### config.mk
export PLATFORM = sky130hd
export DESIGN_NAME = fcc_mac
export DESIGN_NICKNAME = d
export VERILOG_FILES = /design/src/design/fcc_pkg.sv /design/src/design/fcc_mac.sv
export SDC_FILE = /design/constraint.sdc
export NUM_CORES = 2
export LEC_CHECK = 0
export BUFFER_PORTS_ARGS = -buffer_cell sky130_fd_sc_hd__buf_4
export CORE_UTILIZATION = 52
export DETAILED_ROUTE_END_ITERATION = 8
export PLACE_DENSITY = 0.77
export RECOVER_POWER = 100
export SLEW_MARGIN = 25
export SYNTH_ARGS = -nofsm -noshare
export SYNTH_HDL_FRONTEND = slang
export SYNTH_SLANG_ARGS = --single-unit
### constraint.sdc
create_clock -name clk -period 12.4 [get_ports clk]
set_clock_uncertainty 0.2 [all_clocks]
set_input_delay 1.24 -clock clk [delete_from_list [all_inputs] [get_ports clk]]
set_output_delay 1.24 -clock clk [all_outputs]
set_load 0.01 [all_outputs]
### src/design/fcc_pkg.sv
// Shared types and constants for the circular convolution block.
package fcc_pkg;

  localparam int RES_W = 42;
  localparam int CFG_W = 11;

  typedef enum logic [1:0] {
    OP_WR_SIG = 2'd0,
    OP_WR_FIL = 2'd1,
    OP_COMPUTE = 2'd2,
    OP_READ = 2'd3
  } op_t;

  typedef enum logic [1:0] {
    CFG_FFT_LEN = 2'd0,
    CFG_SIG_LEN = 2'd1,
    CFG_FIL_LEN = 2'd2
  } cfg_idx_t;

endpackage

### src/design/fcc_mac.sv
// Shared complex multiply-accumulate unit, one registered product per cycle.
module fcc_mac #(
  parameter int SW = 16
) (
  input  logic                             clk,
  input  logic                             clr,
  input  logic                             en,
  input  logic signed [SW-1:0]             ar,
  input  logic signed [SW-1:0]             ai,
  input  logic signed [SW-1:0]             br,
  input  logic signed [SW-1:0]             bi,
  output logic signed [fcc_pkg::RES_W-1:0] acc_re,
  output logic signed [fcc_pkg::RES_W-1:0] acc_im
);

  logic signed [2*SW-1:0] p_rr_r, p_ii_r, p_ri_r, p_ir_r;
  logic                   pv_r;
  logic signed [fcc_pkg::RES_W-1:0] acc_re_r, acc_im_r;

  always_ff @(posedge clk) begin
    p_rr_r <= ar * br;
    p_ii_r <= ai * bi;
    p_ri_r <= ar * bi;
    p_ir_r <= ai * br;
    pv_r   <= en;
    if (clr) begin
      acc_re_r <= '0;
      acc_im_r <= '0;
    end else if (pv_r) begin
      acc_re_r <= acc_re_r + fcc_pkg::RES_W'(p_rr_r) - fcc_pkg::RES_W'(p_ii_r);
      acc_im_r <= acc_im_r + fcc_pkg::RES_W'(p_ri_r) + fcc_pkg::RES_W'(p_ir_r);
    end
  end

  assign acc_re = acc_re_r;
  assign acc_im = acc_im_r;

endmodule

* Yosys cells after proc, flatten, opt, wreduce, memory -nomap -nowiden
Cells that the tools add are included.
** Word-level totals
- Bits in registers :: 213
- Input port bits :: 67
** Operators by class
- Multipliers :: 4
- Add/subtract/negate cells :: 4
** Operator list (number)
- $mul 16x16->32 :: 4
- $add 42x32->42 :: 3
- $sub 42x32->42 :: 1

* Logic depth before layout (Yosys ltp)
- Depth in word-level cells :: 2
- Mapped depth :: 27
- Mapped depth without buffers :: 25

* Worst setup path before layout
Ideal clock, no wire load.
- Path type :: in2reg
- Start point :: in br[1]
- End point :: reg p_ir_r[31]
- Data arrival time :: 7.406 ns
- Library setup time :: 0.121 ns
- Data required time :: 12.079 ns
- Setup slack :: 4.673 ns
- Cell stages on the path :: 21
- Cell sequence :: clkbuf_1 nand2_1 fa_1 fa_1 fa_1 fa_1 inv_1 fa_1 fa_1 ha_1 buf_6 a21o_1 a31o_1 o41a_1 a221o_2 a31oi_4 o21ai_2 or4b_4 a311oi_1 o21bai_1 xnor2_1
** On the way
- Word-level cells in the longest chain between the ends :: 1
** RTL lines
- start, declared :: RTL line fcc_mac.sv:10 : input logic signed [SW-1:0] br,
- $mul 16x16->32 :: RTL line fcc_mac.sv:24 : p_ir_r <= ai * br;
- end signal, assigned :: RTL line fcc_mac.sv:24
- end, declared :: RTL line fcc_mac.sv:16 : logic signed [2*SW-1:0] p_rr_r, p_ii_r, p_ri_r, p_ir_r;
No other way between the ends.
A chain may end at the register's enable or synchronous reset.

* Worst setup path in the final report
- Start point :: in ai[0]
- End point :: reg p_ir_r[30]
** On the way
- Word-level cells in the longest chain between the ends :: 1
** RTL lines
- start, declared :: RTL line fcc_mac.sv:9 : input logic signed [SW-1:0] ai,
- $mul 16x16->32 :: RTL line fcc_mac.sv:24
No other way between the ends.

==> flow_results.org <==
** Flow run
- The tool flagged a number of max-cap violations equal to 4.

** Synthesis
- The number of nets handed over by synthesis was approximately 7200.
- Most area-consuming cells after synthesis :: sky130_fd_sc_hd__fa_1 44%, sky130_fd_sc_hd__ha_1 10%, sky130_fd_sc_hd__inv_1 9.8%
- Distinct cells, synth :: 75
- In this run, synthesis produced a sequential element count of approximately 210.
- Synthesized area :: between 50000 and 60000 um2
- EDFF count, synth :: 0
- Synth top area share :: 44.2%
- For this run, the leading register cell type out of synthesis is sky130_fd_sc_hd__dfxtp_1.
- Mean area per synthesized cell :: 9.10 um2
- The cell count after synthesis came out at 5624.
- In the synthesized netlist the async set-or-reset flop fraction comes to 0%.
- Leading area contributor after synthesis :: sky130_fd_sc_hd__fa_1
- For this run, the number of Yosys warnings is 0.
- Portion of the post-synthesis area used by sequential elements :: roughly 8.3%

** Global route
- The number of antenna violations at the first check in global routing is 12.
- The via count of the first global-routing pass is a little over 40000.
- The first global-routing pass estimated roughly 220000 um of wire.
- Summed over all layers, the global routing overflow is 0.
- GRT Total Usage :: between 20 and 30%
- Maximum number of pins on one net before global-route repair :: 59

** Drt
- Across all layers, the routed design uses approximately 38000 vias.
- Once detail routing completed, the nets flagged for antenna violations numbered 0.
- Vias per Instance :: around 5.5
- After detailed routing, the average wire length per cell comes to roughly 20 um.
- First-pass detailed-route iteration total :: 7
- Initial drt markers :: roughly 2700
- Final Routed Wirelength :: ~130000 um
- Drc violations :: 0

** Clocking
- Clock-pin slew on the worst setup and hold paths :: around 0.060 ns
- The root buffer cell chosen for the clock tree is sky130_fd_sc_hd__clkbuf_16.
- Max Buffers Root-to-Sink :: 3
- Hold buffer count at cts :: 0
- Clk sinks :: about 210
- At the later pin of the worst-skew pair, clock insertion delay measures approximately 0.64 ns.
- H-tree depth :: 1
- Post-cts resize count :: 0
- CTS tree :: done
- Setup Fix Bufs, Post-CTS :: 0
- The number of clock buffers added by TritonCTS is 30.

** Die
- From bottom edge to top edge, the die measures about 320 um.
- Die extent in x :: between 300 and 400 um
- In this run the count of I/O pins placed on the die edge is about 150.
- The die covers roughly 100000 um2.
- Initial core utilization :: 52.7%
- The floorplan has about 110 rows.
- Area inside the core boundary :: 97100 um2

** Layout
- For this run, the post-layout net count is 7187.
- The post-route netlist has under 10% of its cells at a drive strength greater than 1.
- Post-layout util :: about 55%
- Area growth, synth to finish :: 4.94%
- Non-filler cells, final :: between 6000 and 7000

** Min path
- The tightest min-delay check is of the flip-flop to flip-flop type.

** STA
- Sum Neg Setup Slack :: 0 ns
- Subtracting the final worst setup slack from the clock period gives a little under 9 ns.
- The final-report hold violation count came to 0.
- Final Max Tran Viols :: ~160
- Transition time of the tightest slew-check pin :: approximately 2.8 ns
- Share of the clock period used by the worst path after layout :: between 70% and 80%
- Timing would allow up to between 100 and 150 MHz.
- RSZ-0062 raised after global routing :: no
- Slew margin rel. :: -86.6%
- Final setup violation count :: 0

** Setup path
- The worst setup path is launched from an input port.
- Crit path DAT :: between 9 and 10 ns
- Along the worst path, the maximum fanout reaches 32.
- Biggest cell delay along the critical path :: approximately 1.3 ns
- The critical path is of the input port to flip-flop type.
- Walking the worst path, the cells encountered are clkbuf_1, nand2_1, fa_1, inv_1, fa_1, ha_1, fa_1, inv_1, fa_1, fa_1, inv_1, ha_1, a2111oi_0, o22ai_1, o21ai_0, a31oi_1, o41a_1, a41o_1, o41ai_1, or4b_1, o211ai_1.
- Critical path required time :: ~13 ns
- Critical Path Sink Type :: flip-flop
- The slowest stage of the critical path is the sky130_fd_sc_hd__clkbuf_1 cell.
- Worst setup slack for register-to-register paths :: about 7.6 ns
- The cell that appears most often on the critical path is sky130_fd_sc_hd__fa_1.

** Placement
- The congestion estimate from routability-driven global placement came to slightly below 1.
- Post-DP HPWL :: 106000 um
- Including well taps, the total number of placed cells is around 6800.
- IO Port Bufs :: 150

** Status
- Failing checks :: capacitance limit, slew limit
- Status :: finished with violations
==> per-stage QoR <==
stage	area (um2)	setup slack, ns	hold WS, ns
finish	53700	3.53	0.302
CTS	54100	4.88	0.296
detailed placement	53100	4.25	0.288
floorplan	51200	4.67	0.282
global route	53700	3.18	0.336
global placement	53100	4.30	0.273
==> sequential cells by signal, summed over array words and instances (netlist names) <==
register and flops:
p_ir_r 32, p_ri_r 32, p_rr_r 32, pv_r 1, acc_im 42, acc_re 42
p_ii_r 32
==> synthesized netlist by cell type, types with 11 or more instances <==
cell type / n
sky130_fd_sc_hd__a211oi_1: 29
sky130_fd_sc_hd__o21a_1: 24
sky130_fd_sc_hd__a21o_1: 85
sky130_fd_sc_hd__a31oi_1: 17
sky130_fd_sc_hd__o21bai_1: 36
sky130_fd_sc_hd__and2_1: 494
sky130_fd_sc_hd__nand2b_1: 34
sky130_fd_sc_hd__nand2_1: 587
sky130_fd_sc_hd__nor3_1: 37
sky130_fd_sc_hd__a21oi_1: 176
sky130_fd_sc_hd__and3_1: 24
sky130_fd_sc_hd__nor2b_1: 13
sky130_fd_sc_hd__xor2_1: 47
sky130_fd_sc_hd__clkbuf_1: 222
sky130_fd_sc_hd__o21ai_1: 27
sky130_fd_sc_hd__nand3_1: 34
sky130_fd_sc_hd__dfxtp_1: 213
sky130_fd_sc_hd__inv_1: 1340
sky130_fd_sc_hd__o22ai_1: 12
sky130_fd_sc_hd__fa_1: 1131
sky130_fd_sc_hd__nand4_1: 17
sky130_fd_sc_hd__nor2_1: 187
sky130_fd_sc_hd__ha_1: 410
sky130_fd_sc_hd__mux2i_1: 40
sky130_fd_sc_hd__o211ai_1: 11
sky130_fd_sc_hd__o21ai_0: 75
sky130_fd_sc_hd__xnor2_1: 160
==> placed cells by master (no fill, tap or decap), drive strengths merged, types with 65 or more instances in the layout <==
cell / netlist / routed
inv: 1340 / 1344
ha: 410 / 410
clkbuf: 222 / 130
o21ai: 103 / 103
xnor2: 160 / 160
dfxtp: 213 / 213
a21o: 89 / 89
and2: 494 / 494
nand2: 587 / 587
buf: 10 / 65
nor2: 187 / 187
fa: 1131 / 1131
a21oi: 177 / 177
==> cell type report <==
cell class | count | area (um2)
diodes | 1 | 2.50
clock buffers | 40 | 858
clock inverters | 13 | 160
fillers | 8700 | 43400
inverters | 1341 | 5030
multi-input cells | 3838 | 41000
flip-flops and latches | 213 | 4270
well taps | 1276 | 1600
repair buffers | 155 | 830
==> worst paths after layout <==
check / endpoint / cells past startpoint / startpoint
setup reg to reg: acc_im[33] / 16 / acc_im[0]
hold / removal: acc_re[31] / 2 / acc_re[31]
setup / recovery: p_ir_r[30] / 21 / ai[0]
hold reg to reg: acc_re[31] / 2 / acc_re[31]
==> cell families (layout without fill, tap and decap cells) <==
logic type | after synthesis | in the layout | share of synthesized area, %
buf+inv | 1573 | 1549 | 11.6
fa+ha+maj | 1541 | 1541 | 54.3
simple gates | 1472 | 1472 | 14.2
compound gates | 575 | 575 | 7.29
flops | 213 | 213 | 8.33
xor+xnor | 207 | 207 | 3.54
mux | 43 | 43 | 0.848
other cells | 0 | 1 | 0
==> metal layers <==
layer,vias to the layer above,part of all wire (%),wire (um),GRT usage (%)
li1,16800,-,-,-
met1,19200,40,53800,36.8
met2,1593,47,63300,47.2
met3,363,8.6,11600,5.10
met4,18,4.5,6030,11.1
met5,-,0.090,121,0
==> worst max-delay path, delay by kind of cell <==
| kind | cells | cell delay, ns |
|---|---|---|
| AND/OR/NAND/NOR | 2 | 0.77 |
| adder cells (fa/ha/maj) | 7 | 2.86 |
| AO/OA/AOI/OAI | 8 | 2.81 |
| buffers and inverters | 4 | 1.51 |
Power is not shown: default switching activity piles up to over one toggle a cycle in this logic, so the estimate is an artifact.
